## src/design/fed_pkg.sv

```systemverilog
`default_nettype none

package fed_pkg;

	// Default sizes of the delay line.
	localparam int DEPTH_DEF       = 262144;
	localparam int SAMPLE_BITS_DEF = 24;

	// Configuration register widths.
	localparam int CFG_BITS      = 18;
	localparam int MS_BITS       = 12;
	localparam int RATE_BITS     = 18;
	localparam int PERMILLE_BITS = 11;
	localparam int MAG_BITS      = 10;

	// Derived settings.
	localparam int DELAY_BITS    = 20;
	localparam int LVL_GAIN_BITS = 17;
	localparam int FB_GAIN_BITS  = 16;
	localparam int GAIN_FRAC     = 16;

	// Cycles from a register write until the derived settings are valid.
	localparam logic [1:0] SETTLE = 2'd3;

	localparam logic [MS_BITS-1:0]  MS_MAX    = 12'd4000;
	localparam logic [MAG_BITS-1:0] LVL_LIMIT = 10'd1000;
	localparam logic [MAG_BITS-1:0] FB_LIMIT  = 10'd999;

	// Register values after reset.
	localparam logic [MS_BITS-1:0]         DELAY_MS_RST = 12'd500;
	localparam logic [RATE_BITS-1:0]       RATE_RST     = 18'd48000;
	localparam logic signed [PERMILLE_BITS-1:0] LEVEL_RST    = 11'sd500;
	localparam logic signed [PERMILLE_BITS-1:0] FEEDBACK_RST = 11'sd300;

	// Division by 1000 as an exact reciprocal multiplication for values below 2^30.
	localparam int          DELAY_SHIFT = 40;
	localparam longint unsigned DELAY_DIV = 64'd1000;
	localparam logic [30:0] DELAY_RECIP =
		31'(((64'd1 << DELAY_SHIFT) + DELAY_DIV - 64'd1) / DELAY_DIV);

	// Gain = (a*a*2048 + 15625) / 31250, exact reciprocal for numerators below 2^31.
	localparam int          GAIN_SHIFT = 46;
	localparam longint unsigned GAIN_DIV = 64'd31250;
	localparam logic [30:0] GAIN_BIAS  = 31'd15625;
	localparam logic [31:0] GAIN_RECIP =
		32'(((64'd1 << GAIN_SHIFT) + GAIN_DIV - 64'd1) / GAIN_DIV);

	typedef enum logic [1:0] {
		REG_DELAY_MS,
		REG_SAMPLE_RATE,
		REG_LEVEL,
		REG_FEEDBACK
	} fed_reg_t;

	typedef struct packed {
		logic [MS_BITS-1:0]              delay_ms;
		logic [RATE_BITS-1:0]            sample_rate;
		logic signed [PERMILLE_BITS-1:0] level_permille;
		logic signed [PERMILLE_BITS-1:0] feedback_permille;
	} fed_cfg_t;

	typedef struct packed {
		logic [DELAY_BITS-1:0]    delay;
		logic [LVL_GAIN_BITS-1:0] lvl_gain;
		logic [FB_GAIN_BITS-1:0]  fb_gain;
	} fed_derived_t;

endpackage

`default_nettype wire

```

## src/design/fed_derive.sv

```systemverilog
`default_nettype none

module fed_derive #(
	parameter int DEPTH = fed_pkg::DEPTH_DEF
) (
	input  wire logic              clk,
	input  wire fed_pkg::fed_cfg_t cfg,
	output fed_pkg::fed_derived_t  der
);

	localparam logic [fed_pkg::DELAY_BITS-1:0] DMAX = fed_pkg::DELAY_BITS'(DEPTH - 2);

	function automatic logic [fed_pkg::MAG_BITS-1:0] clamp_mag(
		input logic signed [fed_pkg::PERMILLE_BITS-1:0] p,
		input logic [fed_pkg::MAG_BITS-1:0]             lim
	);
		logic [fed_pkg::PERMILLE_BITS-1:0] m;
		begin
			m = p[fed_pkg::PERMILLE_BITS-1] ? fed_pkg::PERMILLE_BITS'(-p)
				: fed_pkg::PERMILLE_BITS'(p);
			return (m > {1'b0, lim}) ? lim : m[fed_pkg::MAG_BITS-1:0];
		end
	endfunction

	logic [fed_pkg::MS_BITS-1:0]  ms_cl;
	logic [fed_pkg::MAG_BITS-1:0] lmag;
	logic [fed_pkg::MAG_BITS-1:0] fmag;
	logic [29:0]                  dprod;
	logic [19:0]                  lsq;
	logic [19:0]                  fsq;

	logic [29:0] dprod_s1;
	logic [19:0] lsq_s1;
	logic [19:0] fsq_s1;

	logic [30:0] lnum;
	logic [30:0] fnum;
	logic [fed_pkg::DELAY_BITS-1:0]    delay_s2;
	logic [fed_pkg::LVL_GAIN_BITS-1:0] lgain_s2;
	logic [fed_pkg::FB_GAIN_BITS-1:0]  fgain_s2;

	always_comb begin
		ms_cl = (cfg.delay_ms > fed_pkg::MS_MAX) ? fed_pkg::MS_MAX : cfg.delay_ms;
		lmag  = clamp_mag(cfg.level_permille, fed_pkg::LVL_LIMIT);
		fmag  = clamp_mag(cfg.feedback_permille, fed_pkg::FB_LIMIT);
		dprod = ms_cl * cfg.sample_rate;
		lsq   = lmag * lmag;
		fsq   = fmag * fmag;
	end

	always_ff @(posedge clk) begin
		dprod_s1 <= dprod;
		lsq_s1   <= lsq;
		fsq_s1   <= fsq;
	end

	assign lnum = {lsq_s1, 11'b0} + fed_pkg::GAIN_BIAS;
	assign fnum = {fsq_s1, 11'b0} + fed_pkg::GAIN_BIAS;

	always_ff @(posedge clk) begin
		delay_s2 <= fed_pkg::DELAY_BITS'((64'(dprod_s1) * 64'(fed_pkg::DELAY_RECIP))
			>> fed_pkg::DELAY_SHIFT);
		lgain_s2 <= fed_pkg::LVL_GAIN_BITS'((64'(lnum) * 64'(fed_pkg::GAIN_RECIP))
			>> fed_pkg::GAIN_SHIFT);
		fgain_s2 <= fed_pkg::FB_GAIN_BITS'((64'(fnum) * 64'(fed_pkg::GAIN_RECIP))
			>> fed_pkg::GAIN_SHIFT);
	end

	// A delay of zero samples becomes one; the line keeps two entries of slack.
	always_ff @(posedge clk) begin
		if (delay_s2 == '0) begin
			der.delay <= fed_pkg::DELAY_BITS'(1);
		end else if (delay_s2 > DMAX) begin
			der.delay <= DMAX;
		end else begin
			der.delay <= delay_s2;
		end
		der.lvl_gain <= lgain_s2;
		der.fb_gain  <= fgain_s2;
	end

endmodule

`default_nettype wire

```

## config.mk

```make
export PLATFORM = sky130hd
export DESIGN_NAME = fed_derive
export DESIGN_NICKNAME = d
export VERILOG_FILES = /design/src/design/fed_pkg.sv /design/src/design/fed_derive.sv
export SDC_FILE = /design/constraint.sdc
export NUM_CORES = 2
export LEC_CHECK = 0
export BUFFER_PORTS_ARGS = -buffer_cell sky130_fd_sc_hd__buf_2
export CORE_MARGIN = 2
export CORE_UTILIZATION = 45
export CTS_CLUSTER_SIZE = 12
export DETAILED_ROUTE_END_ITERATION = 10
export GPL_TIMING_DRIVEN = 0
export RECOVER_POWER = 100
export REMOVE_ABC_BUFFERS = 1
export SLEW_MARGIN = 15
export SYNTH_ARGS = -nofsm -noshare
export SYNTH_HDL_FRONTEND = slang
export SYNTH_SLANG_ARGS = --single-unit
```

## constraint.sdc

```tcl
create_clock -name clk -period 13.3 [get_ports clk]
set_clock_uncertainty 0.1 [all_clocks]
set_input_delay 1.33 -clock clk [delete_from_list [all_inputs] [get_ports clk]]
set_output_delay 1.33 -clock clk [all_outputs]
set_load 0.02 [all_outputs]
```

## Yosys cells after proc, flatten, opt, wreduce, memory -nomap -nowiden

Index checks and enable logic that the tools add are counted.

- Reductions and logical operators: 2
- $add $sub $neg: 4
- Multiplexer cells: 6
- Magnitude comparators: 4
- $mul: 6

Operator list:

| operator | number |
|---|---|
| adder 31 x 14 -> 31 bit, second input constant | 2 |
| multiplier 31 x 31 -> 62 bit, second input constant | 1 |
| multiplier 31 x 31 -> 61 bit, second input constant | 1 |
| multiplier 30 x 29 -> 58 bit, second input constant | 1 |
| multiplier 10 x 10 -> 20 bit | 2 |
| multiplier 12 x 18 -> 30 bit | 1 |
| greater-than comparator 11 x 10 -> 1 bit, second input constant | 2 |
| 2-to-1 mux 11 bit | 2 |
| negation 11 bit | 2 |
| greater-than comparator 20 x 18 -> 1 bit, second input constant | 1 |
| zero test 20 bit | 1 |
| 2-to-1 mux 10 bit | 2 |
| 2-to-1 mux 18 bit | 1 |
| greater-than comparator 12 bit, second input constant | 1 |
| 2-to-1 mux 12 bit | 1 |
| OR reduction 2 bit | 1 |

- Input bits: 53
- Flip-flop bits (word level): 176
- Word-level logic and storage cells: 32

## Depth between registers and ports, before layout

- Depth in word-level cells: 5
- Mapped depth: 34
- Depth with buffers taken out: 33

## Worst setup path after synthesis

Ideal clock, no wire load.

- Kind: flip-flop to flip-flop
- From: register fsq_s1[0]
- To: register fgain_s2[15] in the netlist's numbering
- Path slack: 4366 ps
- Stages on the path, launching flop included: 28
- Arrival time: 8762 ps
- Setup time: 73 ps
- Cell sequence: dfxtp_1 > inv_1 > ha_1 > nor3_1 > xor2_1 > inv_1 > fa_1 > inv_1 > fa_1 > inv_1 > fa_1 > fa_1 > fa_1 > inv_1 > fa_1 > fa_1 > ha_1 > ha_1 > a21oi_1 > o22ai_1 > a2111oi_0 > o21ai_0 > a221oi_1 > a21bo_2 > a211oi_1 > o41ai_1 > a21oi_1 > xnor2_1

- Word-level cells in the longest chain between the ends: 2

RTL lines:

| item | line | text |
|---|---|---|
| from (decl) | fed_derive.sv:34 | `logic [19:0] fsq_s1;` |
| from (signal assigned) | fed_derive.sv:54 | `fsq_s1 <= fsq;` |
| adder 31 x 14 -> 31 bit | fed_derive.sv:58 | `assign fnum = {fsq_s1, 11'b0} + fed_pkg::GAIN_BIAS;` |
| multiplier 31 x 31 -> 61 bit | fed_derive.sv:65 | `fgain_s2 <= fed_pkg::FB_GAIN_BITS'((64'(fnum) * 64'(fed_pkg::GAIN_RECIP))` |
| to (signal assigned) | fed_derive.sv:65 |  |
| to (decl) | fed_derive.sv:40 | `logic [fed_pkg::FB_GAIN_BITS-1:0] fgain_s2;` |

Every way passes these cells.
A chain may end at the register's enable or synchronous reset.

## Worst setup path after layout

Same ends and word-level chain as after synthesis.

==> metrics.txt <==
All-Layer GR Usage between 20% and 30%; kind of critical path reg -> reg; post-CTS setup buffer count 0; dominant cell type by area after synthesis fa_1; PortBufs approximately 110; Netlist cell types between 70 and 80; H-tree levels 4; nets@finish 7620; Sink Count 174; unrepaired setup endpoints after global routing false; synth warn 0; CP dominant cell by count fa_1; Synth Flop Type dfxtp_1; DRT iter0 DRCs between 1000 and 1500; Final setup viols 0; Post-Syn Area roughly 0.052 mm²; Tightest Pin Transition between 1 and 1.5 ns; DP HPWL slightly above 100000 µm; Hold Path End der[3]; Final Max Slew Viols 0; EDFF count, synth 0; Reg clk slew, reported paths about 0.080 ns; flops & latches, synth around 170; I/O pin total 106; Starting Density a little under half; Metal-1 WL roughly 55000 µm; max-capacitance violation count 0; most common cell after layout, fill and taps aside inv_1; ys async rst share 0%; min cycle time layout roughly 12 ns; min-delay src fgain_s2[3]; most area-consuming cells after synthesis fa_1 (39%), ha_1 (26%), inv_1 (12%); Fmax ~84 MHz; CTS buffer count 17; crit-path max cell delay approximately 1.1 ns; sequential share of the synthesized area roughly 6.7%; reg-to-reg startpoint fsq_s1[0]; commonest non-fill, non-tap cells in the layout inv_1 (1601), ha_1 (1064), fa_1 (1008); Setup crit end kind register; vias in the first global route between 30000 and 40000; DRT antenna net count 0; # resized after CTS 0; HP Class reg -> reg; worst r2r path cells 27; Layout Utilization between 40% and 50%; Avg Cell Area, Syn a little under 10 µm²; share of the synthesized area in the top cell type between 30% and 40%; residual DRC count 0; final hold vios 0; Die W between 300 and 400 µm; setup TNS 0 ns; largest net degree at the start of global routing 21; Avg WL per Cell about 16 µm; top sig layer met4; die height approximately 340 µm; first-pass GRT wire length ~200000 µm; Clock Path Buffers 2; GP Congestion ~0.90; Clk Latency, worst-skew pair ~0.52 ns; worst hold slack between 0.2 and 0.25 ns; status finished, final reports clean; P&R area growth vs syn 5.484%; core footprint 0.1145 mm²; die area approximately 0.12 mm²; share of layout cells above drive strength 1 around 2.2%; met2 routed WL ~55000 µm; Detail Route met3 WL ~3700 µm; 1st-pass router iterations 5; std cell rows between 100 and 150; Worst setup SP type register; CP Max Fanout 19; TritonCTS clock tree yes; final WL between 100000 and 150000 µm; Cells after Synth between 5000 and 6000; CP Data Required Time between 10 and 15 ns; total grt overflow 0; DR vias ~35000; crit share post-route slightly below 90%; Hold Path Depth 0; Rel. slew slack roughly 4.6%; initial antenna violation count 0; RR Endpoint fgain_s2[15]; Worst EP arrival between 10 and 15 ns; number of fill cells in the layout between 10000 and 15000; critical path's slowest cell xor2_1; Post-CTS Hold Buffers 0; n_diodes 0; Via density around 5.0; CTS root buffer clkbuf_16; reg2reg setup slack approximately 1.4 ns
==> worst max-delay path by stage <==
stage | from | to | slack, ns | cells past startpoint
after global placement | fsq_s1[0] | fgain_s2[15] | 1.21 | 27
after CTS | fsq_s1[0] | fgain_s2[15] | 1.54 | 27
after detailed placement | fsq_s1[0] | fgain_s2[15] | 1.58 | 27
after floorplan | fsq_s1[0] | fgain_s2[15] | 4.37 | 27
final | fsq_s1[0] | fgain_s2[15] | 1.44 | 27
after global routing | fsq_s1[0] | fgain_s2[15] | 0.57 | 27
==> Yosys cell counts (all sizes together), types with 26 or more instances <==
cell,count
ha,1064
nor3,42
and3,37
nand3,51
o21ai,99
a21o,71
a211oi,27
xnor2,136
dfxtp,174
and2,64
clkbuf,52
inv,1604
a21oi,144
xor2,65
nand2,317
nor2,162
fa,1008
nand2b,33
nor2b,27
nand4,26
==> through the flow <==
stage,area (µm²),instances,setup WS [ns]
after floorplan,51850,5366,4.366
after global placement,54270,6983,1.213
after detailed placement,54410,6988,1.582
after CTS,55020,7020,1.541
after global routing,54920,7020,0.5725
final,54920,7020,1.443
==> final cells by class <==
type / instances / area, µm² / area share, %
tap: 1512 / 1892 / 3.444
multi-input combinational: 3588 / 42390 / 77.19
inverter: 1604 / 6021 / 10.96
clock buffer: 17 / 425.4 / 0.7745
sequential: 174 / 3483 / 6.342
timing repair buffer: 110 / 519.2 / 0.9454
clock inverter: 15 / 190.2 / 0.3463
==> worst max-delay path: cells and delay by family (launching register included) <==
kind / cells / cell delay [ns]
buffers and inverters: 5 / 1.22
xor gates and xnor gates: 2 / 1.25
adders and majority gates: 10 / 4.75
DFF: 1 / 0.92
AOI/OAI and AO/OA: 9 / 3.00
and+or+nand+nor: 1 / 0.51
==> logic make-up (layout without fill, tap and decap cells) <==
| group | Yosys count | count (layout) | synth area share (%) |
|---|---|---|---|
| XOR/XNOR | 201 | 201 | 3.381 |
| AND/OR/NAND/NOR | 816 | 816 | 7.389 |
| flip-flops | 174 | 174 | 6.690 |
| other | 2 | 8 | 0.01442 |
| AO/OA/AOI/OAI | 484 | 484 | 6.044 |
| multiplexers | 6 | 6 | 0.1201 |
| adder cells (fa/ha/maj) | 2073 | 2073 | 64.34 |
| buffers and inverters | 1664 | 1746 | 12.02 |
==> state kept, by name (all words and copies together) (netlist names) <==
register  count
lsq_s1       19
dprod_s1     30
delay_s2     20
der          53
lgain_s2     17
fgain_s2     16
fsq_s1       19
==> metal layers <==
| layer | GRT usage, % | up-vias |
|---|---|---|
| li1 | - | 16820 |
| met1 | 29.56 | 17450 |
| met2 | 34.65 | 492 |
| met3 | 2.331 | 82 |
| met4 | 4.629 | 0 |
| met5 | 0 | - |
Power is not shown: default switching activity piles up to over one toggle a cycle in this logic, so the estimate is an artifact.
