--- src/design/fed_pkg.sv ---
`default_nettype none

package fed_pkg;

	// Default sizes of the delay line.
	localparam int DEPTH_DEF       = 262144;
	localparam int SAMPLE_BITS_DEF = 24;

	// Configuration register widths.
	localparam int CFG_BITS      = 18;
	localparam int MS_BITS       = 12;
	localparam int RATE_BITS     = 18;
	localparam int PERMILLE_BITS = 11;
	localparam int MAG_BITS      = 10;

	// Derived settings.
	localparam int DELAY_BITS    = 20;
	localparam int LVL_GAIN_BITS = 17;
	localparam int FB_GAIN_BITS  = 16;
	localparam int GAIN_FRAC     = 16;

	// Cycles from a register write until the derived settings are valid.
	localparam logic [1:0] SETTLE = 2'd3;

	localparam logic [MS_BITS-1:0]  MS_MAX    = 12'd4000;
	localparam logic [MAG_BITS-1:0] LVL_LIMIT = 10'd1000;
	localparam logic [MAG_BITS-1:0] FB_LIMIT  = 10'd999;

	// Register values after reset.
	localparam logic [MS_BITS-1:0]         DELAY_MS_RST = 12'd500;
	localparam logic [RATE_BITS-1:0]       RATE_RST     = 18'd48000;
	localparam logic signed [PERMILLE_BITS-1:0] LEVEL_RST    = 11'sd500;
	localparam logic signed [PERMILLE_BITS-1:0] FEEDBACK_RST = 11'sd300;

	// Division by 1000 as an exact reciprocal multiplication for values below 2^30.
	localparam int          DELAY_SHIFT = 40;
	localparam longint unsigned DELAY_DIV = 64'd1000;
	localparam logic [30:0] DELAY_RECIP =
		31'(((64'd1 << DELAY_SHIFT) + DELAY_DIV - 64'd1) / DELAY_DIV);

	// Gain = (a*a*2048 + 15625) / 31250, exact reciprocal for numerators below 2^31.
	localparam int          GAIN_SHIFT = 46;
	localparam longint unsigned GAIN_DIV = 64'd31250;
	localparam logic [30:0] GAIN_BIAS  = 31'd15625;
	localparam logic [31:0] GAIN_RECIP =
		32'(((64'd1 << GAIN_SHIFT) + GAIN_DIV - 64'd1) / GAIN_DIV);

	typedef enum logic [1:0] {
		REG_DELAY_MS,
		REG_SAMPLE_RATE,
		REG_LEVEL,
		REG_FEEDBACK
	} fed_reg_t;

	typedef struct packed {
		logic [MS_BITS-1:0]              delay_ms;
		logic [RATE_BITS-1:0]            sample_rate;
		logic signed [PERMILLE_BITS-1:0] level_permille;
		logic signed [PERMILLE_BITS-1:0] feedback_permille;
	} fed_cfg_t;

	typedef struct packed {
		logic [DELAY_BITS-1:0]    delay;
		logic [LVL_GAIN_BITS-1:0] lvl_gain;
		logic [FB_GAIN_BITS-1:0]  fb_gain;
	} fed_derived_t;

endpackage

`default_nettype wire

--- src/design/fed_mix.sv ---
`default_nettype none

module fed_mix #(
	parameter int SAMPLE_BITS = fed_pkg::SAMPLE_BITS_DEF,
	parameter int GAIN_BITS   = fed_pkg::LVL_GAIN_BITS
) (
	input  wire logic signed [SAMPLE_BITS-1:0] tap,
	input  wire logic        [GAIN_BITS-1:0]   gain,
	input  wire logic signed [SAMPLE_BITS-1:0] dry,
	output logic signed      [SAMPLE_BITS-1:0] sum
);

	localparam int SW    = SAMPLE_BITS;
	localparam int ROUND = 1 << (fed_pkg::GAIN_FRAC - 1);

	logic signed [SW+GAIN_BITS:0]   prod;
	logic signed [SW+GAIN_BITS+1:0] rnd;
	logic signed [SW+1:0]           total;
	logic                           ovf;

	assign prod  = tap * $signed({1'b0, gain});
	// Round half up onto the sample grid: add half an LSB, then an arithmetic shift.
	assign rnd   = (SW+GAIN_BITS+2)'(prod) + (SW+GAIN_BITS+2)'(ROUND);
	assign total = (SW+2)'(dry) + (SW+2)'(rnd >>> fed_pkg::GAIN_FRAC);
	assign ovf   = (total[SW+1:SW-1] != '0) && (total[SW+1:SW-1] != '1);

	always_comb begin
		if (!ovf) begin
			sum = total[SW-1:0];
		end else if (total[SW+1]) begin
			sum = {1'b1, {(SW-1){1'b0}}};
		end else begin
			sum = {1'b0, {(SW-1){1'b1}}};
		end
	end

endmodule

`default_nettype wire

--- config.mk ---
export PLATFORM = sky130hd
export DESIGN_NAME = fed_mix
export DESIGN_NICKNAME = d
export VERILOG_FILES = /design/src/design/fed_pkg.sv /design/src/design/fed_mix.sv
export SDC_FILE = /design/constraint.sdc
export NUM_CORES = 1
export LEC_CHECK = 0
export BUFFER_PORTS_ARGS = -buffer_cell sky130_fd_sc_hd__buf_4
export CORE_AREA = 2 2 253 230
export DETAILED_ROUTE_END_ITERATION = 6
export DIE_AREA = 0 0 255 232
export SYNTH_ARGS = -nofsm -noshare
export SYNTH_HDL_FRONTEND = slang
export SYNTH_SLANG_ARGS = --single-unit
--- constraint.sdc ---
create_clock -name vclk -period 26.8
set_clock_uncertainty 0.05 [all_clocks]
set_input_delay 2.68 -clock vclk [all_inputs]
set_output_delay 2.68 -clock vclk [all_outputs]
set_load 0.01 [all_outputs]
# Word level (Yosys, flattened, before mapping)
# Cells that the tools add are included.
[word_totals] regBits=0 inputBits=65 output_inout_bits=24
[op_classes] addsub=2 multipliers=1 n_eq_ne=1 n_mux=2 n_reduce_logical=2
[op_table] operator="24-bit two-way mux" n=2
[op_table] operator="42-bit by 17-bit adder with 42-bit output, second input constant" n=1
[op_table] operator="24-bit by 18-bit multiplier with 42-bit output" n=1
[op_table] operator="24-bit by 26-bit adder with 26-bit output" n=1
[op_table] operator="3-bit inequality test, second input constant" n=1
[op_table] operator="3-bit nonzero test" n=1
[op_table] operator="1-bit logical AND" n=1

# Depth between registers and ports, before layout
# Gate-level depths: netlist of the first run.
[depth] depth_word=6 mapped_depth=37 ltp_nobuf=35

# Least setup slack after synthesis of the first run
# OpenSTA, ideal clock, no wires.
[synth_timing] path_type="in2out" startpoint="input port tap[23]" endpoint="output port sum[10]" t_arrival_ns=10.394 path_slack_ns=13.676 path_stages=35 cell_sequence="clkbuf_1 -> clkbuf_1 -> nand2_1 -> fa_1 -> inv_1 -> fa_1 -> ha_1 -> inv_1 -> fa_1 -> inv_1 -> fa_1 -> inv_1 -> fa_1 -> inv_1 -> ha_1 -> nand4_1 -> nor2_1 -> o31ai_1 -> a21boi_0 -> nor2_1 -> o21ai_0 -> a21oi_1 -> xnor2_1 -> ha_1 -> o21a_1 -> o21ai_0 -> nand2b_1 -> a21oi_1 -> mux2i_1 -> a211oi_2 -> o22a_1 -> nor2_1 -> a311oi_4 -> buf_6 -> a21o_1"
[synth_via] elab_chain_len=6
[synth_rtl] item="start, declared" line_no="fed_mix.sv:7" rtl="input wire logic signed [SAMPLE_BITS-1:0] tap,"
[synth_rtl] item="24-bit by 18-bit multiplier with 42-bit output (*)" line_no="fed_mix.sv:21" rtl="assign prod = tap * $signed({1'b0, gain});"
[synth_rtl] item="42-bit by 17-bit adder with 42-bit output (*)" line_no="fed_mix.sv:23" rtl="assign rnd = (SW+GAIN_BITS+2)'(prod) + (SW+GAIN_BITS+2)'(ROUND);"
[synth_rtl] item="24-bit by 26-bit adder with 26-bit output (*)" line_no="fed_mix.sv:24" rtl="assign total = (SW+2)'(dry) + (SW+2)'(rnd >>> fed_pkg::GAIN_FRAC);"
[synth_rtl] item="3-bit inequality test or 3-bit nonzero test (tied branches)" line_no="fed_mix.sv:25" rtl="assign ovf = (total[SW+1:SW-1] != '0) && (total[SW+1:SW-1] != '1);"
[synth_rtl] item="1-bit logical AND" line_no="fed_mix.sv:25"
[synth_rtl] item="24-bit two-way mux (*)" line_no="fed_mix.sv:28" rtl="if (!ovf) begin"
[synth_rtl] item="end, declared" line_no="fed_mix.sv:10" rtl="output logic signed [SAMPLE_BITS-1:0] sum"
# Every way passes the cells marked *; elsewhere a longest branch is shown, timed or not.

# Worst setup path after layout of the first run
[layout_timing] startpoint="input port gain[3]" endpoint="output port sum[1]"
[layout_via] elab_chain_len=6
[layout_rtl] item="start, declared" line_no="fed_mix.sv:8" rtl="input wire logic [GAIN_BITS-1:0] gain,"
[layout_rtl] item="24-bit by 18-bit multiplier with 42-bit output (*)" line_no="fed_mix.sv:21"
[layout_rtl] item="42-bit by 17-bit adder with 42-bit output (*)" line_no="fed_mix.sv:23"
[layout_rtl] item="24-bit by 26-bit adder with 26-bit output (*)" line_no="fed_mix.sv:24"
[layout_rtl] item="3-bit inequality test or 3-bit nonzero test (tied branches)" line_no="fed_mix.sv:25"
[layout_rtl] item="1-bit logical AND" line_no="fed_mix.sv:25"
[layout_rtl] item="24-bit two-way mux (*)" line_no="fed_mix.sv:28"
# Marks and branches as above.

==> flow_metrics.env, run 1 <==
export IMPL_synth_xor_xnor_area_share=0.0264
export IMPL_route_detailed_drc=0
export IMPL_route_detailed_wl_per_inst_um=15.7
export IMPL_synth_compound_area_frac=0.0735
export IMPL_timing_final_crit_share=0.547
export IMPL_place_detailed_hpwl_um=35000
export IMPL_die_height_um=232
export IMPL_gp_routability_congestion=0.860
export IMPL_setup_total_negative_slack_ns=0
export IMPL_placement_io_buffers=89
export IMPL_grt_pass1_vias=12800
export IMPL_synth_top_area_cell="sky130_fd_sc_hd__fa_1"
export IMPL_worstPathMaxFanout=24
export IMPL_fin_crit_ns=14.65
export IMPL_routed_wirelength_um=40500
export IMPL_grt_max_degree=25
export IMPL_grt_antenna_before_repair=1
export IMPL_tightest_slew_ns=0.890
export IMPL_initial_utilization=0.286
export IMPL_synth_net_count=2403
export IMPL_detailroute_via_count=11700
export IMPL_worst_ep_required_time_ns=24.07
export IMPL_synth_cells=1785
export IMPL_cp_max_stage_cell="sky130_fd_sc_hd__a211oi_1"
export IMPL_core_area_um2=56600
export IMPL_hold_viol=0
export IMPL_grt_setup_unrepaired="false"
export IMPL_diodes=0
export IMPL_setup_worst_path_start_class="input pin"
export IMPL_synthesis_yosys_warnings=0
export IMPL_crit_type="in -> out"
export IMPL_num_rows=83
export IMPL_final_max_slew_violation_count=0
export IMPL_most_used_cell_cp="sky130_fd_sc_hd__fa_1"
export IMPL_drt_first_iter_violations=598
export IMPL_cap_violations=0
export IMPL_netlist_cell_type_count=59
export IMPL_timing_fmax_ghz=0.0683
export IMPL_fp_dieW_um=255
export IMPL_area_growth_pct=8.30
export IMPL_synth_mux_area_frac=0.00201
export IMPL_post_synthesis_share_of_cell_area_spent_on_and_or_nand_and_nor_gates=0.166
export IMPL_slowest_delay_ns=0.74
export IMPL_endpoint_kind="primary output"
export IMPL_sequential_cell_area_um2=0
export IMPL_layout_drive_gt1_share=0.0597
export IMPL_cts_setup_buffers=0
export IMPL_max_slew_margin=0.407
export IMPL_final_net_count=2428
export IMPL_wire_length_of_the_first_global_routing_pass_um=68100
export IMPL_via_per_inst=4.56
export IMPL_yosysMostFrequentCell="sky130_fd_sc_hd__inv_1"
export IMPL_ys_top_cells_by_area="sky130_fd_sc_hd__fa_1 (50%), sky130_fd_sc_hd__ha_1 (12%), sky130_fd_sc_hd__and2_1 (10%)"
export IMPL_result_of_the_run="completed"
export IMPL_grt_total_usage=0.144
export IMPL_dominant_combinational_cell_family_by_area_after_synthesis="adder cells"
export IMPL_drt_pre_antenna_iters=5
export IMPL_die_area_um2=59200
export IMPL_cts_hold_buf=0
export IMPL_synth_top_cells_by_count="sky130_fd_sc_hd__inv_1 (435), sky130_fd_sc_hd__fa_1 (401), sky130_fd_sc_hd__and2_1 (265), sky130_fd_sc_hd__nand2_1 (171), sky130_fd_sc_hd__ha_1 (152)"
export IMPL_fillers=5908
export IMPL_gr_ovfl_total=0
export IMPL_synthesis_area_um2=16200
export IMPL_sequential_share_of_the_synthesized_area=0
export IMPL_yosys_area_top_type_share=0.496
export IMPL_clockBufferCount=0
export IMPL_io_pin_count=89
export IMPL_finalSetupViolCount=0
export IMPL_synthAdderAreaFrac=0.614
export IMPL_ant_nets=0
export IMPL_syn_area_per_cell_um2=9.07
export IMPL_wp_data_arrival_ns=11.92
export IMPL_number_of_sequential_cells=0
export IMPL_hold_path_class="in -> out"
export IMPL_cts_resized=0
==> through the flow <==
stage / cells / hold WS [ns] / setup WS (ns) / utilization / area, um2
floorplan: 1785 / 5.55 / 13.68 / - / 16200
global placement: 2573 / 5.82 / 12.40 / 0.310 / 17500
detailed placement: 2573 / 5.84 / 12.16 / 0.310 / 17500
CTS: 2573 / 5.84 / 12.14 / 0.310 / 17500
global route: 2573 / 5.86 / 11.62 / 0.310 / 17500
finish: 2573 / 5.82 / 12.15 / 0.310 / 17500
==> final cells by class <==
class | instances | area (um2) | area share
Timing Repair Buffer | 89 | 668 | 0.0381
Inverter | 435 | 1630 | 0.0932
Tap cell | 765 | 957 | 0.0546
Multi-Input combinational cell | 1284 | 14300 | 0.814
==> routing by layer <==
| metal | wire length, um | share of wire | track usage | up-vias |
|---|---|---|---|---|
| met4 | 519 | 0.013 | 0.0186 | 0 |
| met1 | 18700 | 0.46 | 0.210 | 6025 |
| met3 | 2530 | 0.063 | 0.0196 | 41 |
| li1 | - | - | - | 5344 |
| met5 | 0 | 0 | 0 | - |
| met2 | 18700 | 0.46 | 0.234 | 326 |
==> placed cells by master (no fill, tap or decap), drive strengths merged, types with 3 or more instances in the layout <==
cell type / n
xnor2: 37
o21bai: 5
a41oi: 3
nor2: 25
nand3: 10
o31ai: 3
o211ai: 6
nand4: 4
a21oi: 46
o21ai: 26
or2: 3
a211oi: 7
nand2: 171
a211o: 4
inv: 435
and3: 4
nor2b: 8
fa: 401
o21a: 11
nor4: 3
a21o: 35
and2: 265
xor2: 11
buf: 89
nor3: 11
a31oi: 7
ha: 152
==> logic make-up (layout without fill, tap and decap cells) <==
family	Yosys count	in the layout
and+or+nand+nor	510	510
muxes	3	3
adders and majority gates	553	553
xor gates and xnor gates	48	48
buffers and inverters	501	524
AOI/OAI and AO/OA	170	170
==> final timing paths <==
path / from / to / slack (ns) / cells after the start
hold / removal: dry[0] / sum[0] / 5.82 / 4
setup / recovery: gain[3] / sum[1] / 12.15 / 32
==> critical path, delay by kind of cell <==
kind / cells / cell delay (ns)
adders and majority gates: 8 / 3.67
muxes: 1 / 0.20
xor gates and xnor gates: 1 / 0.23
and+or+nand+nor: 2 / 0.30
AOI/OAI and AO/OA: 16 / 4.39
buffers and inverters: 4 / 0.42
Power of run 1 is not shown: default switching activity piles up to over one toggle a cycle in this logic, so the estimate is an artifact.
==> run 2: changes to the inputs <==
==> constraint.sdc (replaced) <==
create_clock -name vclk -period 13.95
set_clock_uncertainty 0.05 [all_clocks]
set_input_delay 1.395 -clock vclk [all_inputs]
set_output_delay 1.395 -clock vclk [all_outputs]
set_load 0.01 [all_outputs]
==> run 2 against run 1 <==
Sequential share of layout area is the same. Cell count is the same. Routed wire length grew 0.58%. Count of clock-buffer cells in the layout is the same. Non-clock buffer count is the same. Flip-flop and latch count is the same. Via count shrank 0.50%. Global-route usage grew 0.14 points. First-iteration DRC count shrank 8.9%. Worst setup slack lost 10 ns. Critical path depth is the same. Critical path type unchanged. Critical endpoint is now sum[0]. Largest cell class unchanged.
==> flow_metrics.env, run 2 (synthesized netlist as in run 1, its figures left out) <==
export IMPL_die_height_um=232
export IMPL_placement_io_buffers=89
export IMPL_final_max_slew_violation_count=0
export IMPL_max_slew_margin=0.377
export IMPL_endpoint_kind="primary output"
export IMPL_setup_worst_path_start_class="input pin"
export IMPL_io_pin_count=89
export IMPL_crit_type="in -> out"
export IMPL_slowest_delay_ns=0.73
export IMPL_most_used_cell_cp="sky130_fd_sc_hd__fa_1"
export IMPL_hold_path_endpoint="sum[0]"
export IMPL_wp_data_arrival_ns=10.63
export IMPL_grt_max_degree=25
export IMPL_whs_path_depth=4
export IMPL_hold_path_class="in -> out"
export IMPL_worstPathMaxFanout=24
export IMPL_area_growth_pct=8.30
export IMPL_finalSetupViolCount=0
export IMPL_grt_pass1_vias=12900
export IMPL_tightest_slew_ns=0.935
export IMPL_hold_path_startpoint="dry[0]"
export IMPL_route_detailed_wl_per_inst_um=15.8
export IMPL_layout_cells_most_common_list="sky130_fd_sc_hd__inv_1 (435), sky130_fd_sc_hd__fa_1 (401), sky130_fd_sc_hd__and2_1 (265), sky130_fd_sc_hd__nand2_1 (171), sky130_fd_sc_hd__ha_1 (152)"
export IMPL_final_net_count=2428
export IMPL_drt_first_iter_violations=545
export IMPL_gr_ovfl_total=0
export IMPL_cts_setup_buffers=0
export IMPL_core_area_um2=56600
export IMPL_gp_routability_congestion=0.862
export IMPL_fin_crit_ns=12.07
export IMPL_drt_pre_antenna_iters=6
export IMPL_via_per_inst=4.54
export IMPL_cp_max_stage_cell="sky130_fd_sc_hd__a211oi_1"
export IMPL_layout_commonest_cell="sky130_fd_sc_hd__inv_1"
export IMPL_cap_violations=0
export IMPL_wire_length_of_the_first_global_routing_pass_um=68800
export IMPL_initial_utilization=0.286
export IMPL_timing_fmax_ghz=0.0828
export IMPL_place_detailed_hpwl_um=35100
export IMPL_fillers=5931
export IMPL_routed_wirelength_um=40700
export IMPL_route_detailed_drc=0
export IMPL_multi_input_combinational_cell_area_um2=14300
export IMPL_cts_hold_buf=0
export IMPL_cts_resized=0
export IMPL_ant_nets=0
export IMPL_fp_dieW_um=255
export IMPL_grt_antenna_before_repair=0
export IMPL_number_of_sequential_cells=0
export IMPL_sequential_cell_area_um2=0
export IMPL_die_area_um2=59200
export IMPL_layout_drive_gt1_share=0.0597
export IMPL_grt_total_usage=0.146
export IMPL_num_rows=83
export IMPL_setup_total_negative_slack_ns=0
export IMPL_timing_final_crit_share=0.865
export IMPL_worst_setup_path_startpoint="gain[3]"
export IMPL_diodes=0
export IMPL_grt_setup_unrepaired="false"
export IMPL_detailroute_via_count=11700
export IMPL_hold_viol=0
export IMPL_clockBufferCount=0
export IMPL_worst_ep_required_time_ns=12.51
export IMPL_result_of_the_run="completed"
-- run 2: cell counts in the layout (fill, tap and decap cells not counted) --
No cell type changed its count.
-- run 2: cell type report --
class              instances  area share
inverters                435      0.0932
well taps                765      0.0546
multi-input cells       1284       0.814
repair buffers            89      0.0381
-- run 2: critical path: cells and delay by family --
family                   cells  cell delay, ns
AND/OR/NAND/NOR              2            0.31
adder cells (fa/ha/maj)      8            3.67
multiplexers                 1            0.18
AO/OA/AOI/OAI               16            4.41
buffers and inverters        4            0.44
XOR/XNOR                     1            0.22
-- run 2: how the worst max path moves through the flow --
stage / endpoint / slack, ns / depth (start not counted)
global placement: sum[0] / 2.12 / 32
floorplan: sum[10] / 3.40 / 35
CTS: sum[0] / 1.87 / 32
finish: sum[0] / 1.88 / 32
detailed placement: sum[0] / 1.89 / 32
global route: sum[6] / 1.31 / 35
-- run 2: through the flow --
stage	cells	hold WS, ns	setup WS (ns)	utilization	area [um2]
5_1_grt	2573	3.28	1.31	0.310	17500
6_report	2573	3.25	1.88	0.310	17500
2_1_floorplan	1785	2.98	3.40	-	16200
4_1_cts	2573	3.27	1.87	0.310	17500
3_5_place_dp	2573	3.26	1.89	0.310	17500
3_3_place_gp	2573	3.25	2.12	0.310	17500
-- run 2: layer usage --
layer  GRT usage  share of wire
met5           0              0
met4      0.0130         0.0088
met3      0.0185          0.057
met2       0.242           0.47
met1       0.210           0.46
Power of run 2 is left out for the same reason.
==> run 3: changes to the inputs <==
--- a/config.mk
+++ b/config.mk
@@ -5,10 +5,11 @@
 export SDC_FILE = /design/constraint.sdc
 export NUM_CORES = 1
 export LEC_CHECK = 0
+export ABC_AREA = 1
 export BUFFER_PORTS_ARGS = -buffer_cell sky130_fd_sc_hd__buf_4
-export CORE_AREA = 2 2 253 230
+export CORE_AREA = 2 2 265 241
 export DETAILED_ROUTE_END_ITERATION = 6
-export DIE_AREA = 0 0 255 232
+export DIE_AREA = 0 0 267 243
 export SYNTH_ARGS = -nofsm -noshare
 export SYNTH_HDL_FRONTEND = slang
 export SYNTH_SLANG_ARGS = --single-unit
==> run 3 against run 2 <==
Count of clock-buffer cells in the layout unchanged. First-iteration DRC count grew 52%. Flip-flop and latch count unchanged. Via count is 21% higher. Hold slack got worse by 0.11 ns. Sequential share of layout area unchanged. Non-clock buffer count is the same. Die area grew 9.7%. Final area grew 9.4%. Critical path type unchanged.
==> flow_metrics.env, run 3 <==
export IMPL_setup_worst_path_start_class="input pin"
export IMPL_hold_viol=0
export IMPL_endpoint_kind="primary output"
export IMPL_route_detailed_wl_per_inst_um=14.2
export IMPL_via_per_inst=4.33
export IMPL_final_net_count=3047
export IMPL_highest_layer="met4"
export IMPL_detailroute_via_count=14200
export IMPL_syn_area_per_cell_um2=7.35
export IMPL_cp_max_stage_cell="sky130_fd_sc_hd__fa_1"
export IMPL_routed_wirelength_um=46300
export IMPL_ant_nets=0
export IMPL_grt_total_usage=0.152
export IMPL_clockBufferCount=0
export IMPL_sequential_share_of_the_synthesized_area=0
export IMPL_tightest_slew_ns=0.598
export IMPL_wire_length_of_the_first_global_routing_pass_um=79500
export IMPL_sequential_cell_area_um2=0
export IMPL_synth_net_count=3042
export IMPL_hold_path_class="in -> out"
export IMPL_yosys_area_top_type_share=0.451
export IMPL_drt_pre_antenna_iters=6
export IMPL_slowest_delay_ns=0.79
export IMPL_cts_resized=0
export IMPL_gp_routability_congestion=0.908
export IMPL_layout_cells_most_common_list="sky130_fd_sc_hd__inv_1 (792), sky130_fd_sc_hd__nand2_1 (628), sky130_fd_sc_hd__fa_1 (401), sky130_fd_sc_hd__ha_1 (152), sky130_fd_sc_hd__buf_4 (89)"
export IMPL_die_height_um=243
export IMPL_fp_dieW_um=267
export IMPL_placement_io_buffers=89
export IMPL_synthesis_yosys_warnings=0
export IMPL_grt_pass1_vias=15400
export IMPL_met2_routed_length_um=21900
export IMPL_timing_final_crit_share=0.765
export IMPL_place_detailed_hpwl_um=39100
export IMPL_crit_type="in -> out"
export IMPL_synthesis_area_um2=17800
export IMPL_gr_ovfl_total=0
export IMPL_core_area_um2=62200
export IMPL_finalSetupViolCount=0
export IMPL_drt_first_iter_violations=829
export IMPL_total_met3_wirelength_after_detailed_routing_um=2380
export IMPL_io_pin_count=89
export IMPL_route_detailed_drc=0
export IMPL_whs_path_depth=5
export IMPL_initial_utilization=0.287
export IMPL_wp_data_arrival_ns=9.22
export IMPL_worstPathMaxFanout=24
export IMPL_cap_violations=0
export IMPL_max_slew_margin=0.599
export IMPL_synth_cells=2424
export IMPL_grt_antenna_before_repair=0
export IMPL_timing_fmax_ghz=0.0937
export IMPL_ys_top_cells_by_area="sky130_fd_sc_hd__fa_1 (45%), sky130_fd_sc_hd__inv_1 (17%), sky130_fd_sc_hd__nand2_1 (13%)"
export IMPL_synth_top_area_cell="sky130_fd_sc_hd__fa_1"
export IMPL_hold_path_startpoint="dry[0]"
export IMPL_worst_ep_required_time_ns=12.51
export IMPL_area_growth_pct=7.63
export IMPL_cts_hold_buf=0
export IMPL_num_rows=87
export IMPL_netlist_cell_type_count=45
export IMPL_result_of_the_run="completed"
export IMPL_grt_max_degree=25
export IMPL_fillers=6687
export IMPL_number_of_sequential_cells=0
export IMPL_yosysMostFrequentCell="sky130_fd_sc_hd__inv_1"
export IMPL_hold_path_endpoint="sum[0]"
export IMPL_synth_top_cells_by_count="sky130_fd_sc_hd__inv_1 (792), sky130_fd_sc_hd__nand2_1 (628), sky130_fd_sc_hd__fa_1 (401), sky130_fd_sc_hd__ha_1 (152), sky130_fd_sc_hd__clkbuf_1 (81)"
export IMPL_layout_commonest_cell="sky130_fd_sc_hd__inv_1"
export IMPL_cts_setup_buffers=0
export IMPL_setup_total_negative_slack_ns=0
export IMPL_grt_setup_unrepaired="false"
export IMPL_die_area_um2=64900
export IMPL_final_max_slew_violation_count=0
export IMPL_fin_crit_ns=10.67
export IMPL_worst_setup_path_startpoint="gain[3]"
export IMPL_route_layer_met1_wl_um=21400
export IMPL_most_used_cell_cp="sky130_fd_sc_hd__nand2_1"
export IMPL_layout_drive_gt1_share=0.0614
export IMPL_diodes=0
-- run 3: cell count changes after synthesis, moves of 9 or more --
cell                       before  now
sky130_fd_sc_hd__nand2_2        0   31
sky130_fd_sc_hd__inv_1        435  792
sky130_fd_sc_hd__a21o_1        35   12
sky130_fd_sc_hd__a21oi_1       44   63
sky130_fd_sc_hd__nand2_1      171  628
sky130_fd_sc_hd__nand3_1       10   28
sky130_fd_sc_hd__xnor2_1       36   15
sky130_fd_sc_hd__nor2_1        25   74
sky130_fd_sc_hd__and2_1       265    0
sky130_fd_sc_hd__clkbuf_1      60   81
sky130_fd_sc_hd__xor2_1        11   30
sky130_fd_sc_hd__o21a_1        11    2
-- run 3: worst max-delay path by stage --
stage | endpoint | slack (ns)
6_report | sum[15] | 3.28
4_1_cts | sum[15] | 3.30
5_1_grt | sum[0] | 2.57
2_1_floorplan | sum[14] | 4.29
3_3_place_gp | sum[2] | 3.37
3_5_place_dp | sum[19] | 3.34
-- run 3: critical path, delay by kind of cell --
family	cells	cell delay [ns]
AOI/OAI and AO/OA	3	1.18
xor gates and xnor gates	1	0.11
adders and majority gates	8	3.97
buffers and inverters	9	1.09
and+or+nand+nor	13	1.47
-- run 3: logic make-up after synthesis --
kind of cell / synth area share
xor gates and xnor gates: 0.0221
buffers and inverters: 0.188
and+or+nand+nor: 0.185
adders and majority gates: 0.557
AOI/OAI and AO/OA: 0.0475
-- run 3: per-layer routing --
layer,track usage,up-vias
met5,0,-
met4,0.0183,0
met3,0.00954,42
met2,0.264,383
met1,0.212,6924
li1,-,6803
-- run 3: final cells by class --
| cell class | instances | area, um2 | area share |
|---|---|---|---|
| multi-input combinational | 1542 | 14500 | 0.754 |
| inverter | 796 | 2990 | 0.156 |
| tap | 845 | 1060 | 0.0551 |
| timing repair buffer | 89 | 668 | 0.0348 |
-- run 3: through the flow --
stage | hold WS [ns] | std cells | worst slack (ns) | area, um2 | utilization
3_5_place_dp | 3.14 | 3272 | 3.34 | 19200 | 0.308
2_1_floorplan | 2.98 | 2424 | 4.29 | 17800 | -
3_3_place_gp | 3.15 | 3272 | 3.37 | 19200 | 0.308
5_1_grt | 3.22 | 3272 | 2.57 | 19200 | 0.308
4_1_cts | 3.14 | 3272 | 3.30 | 19200 | 0.308
6_report | 3.14 | 3272 | 3.28 | 19200 | 0.308
Power of run 3 is left out for the same reason.
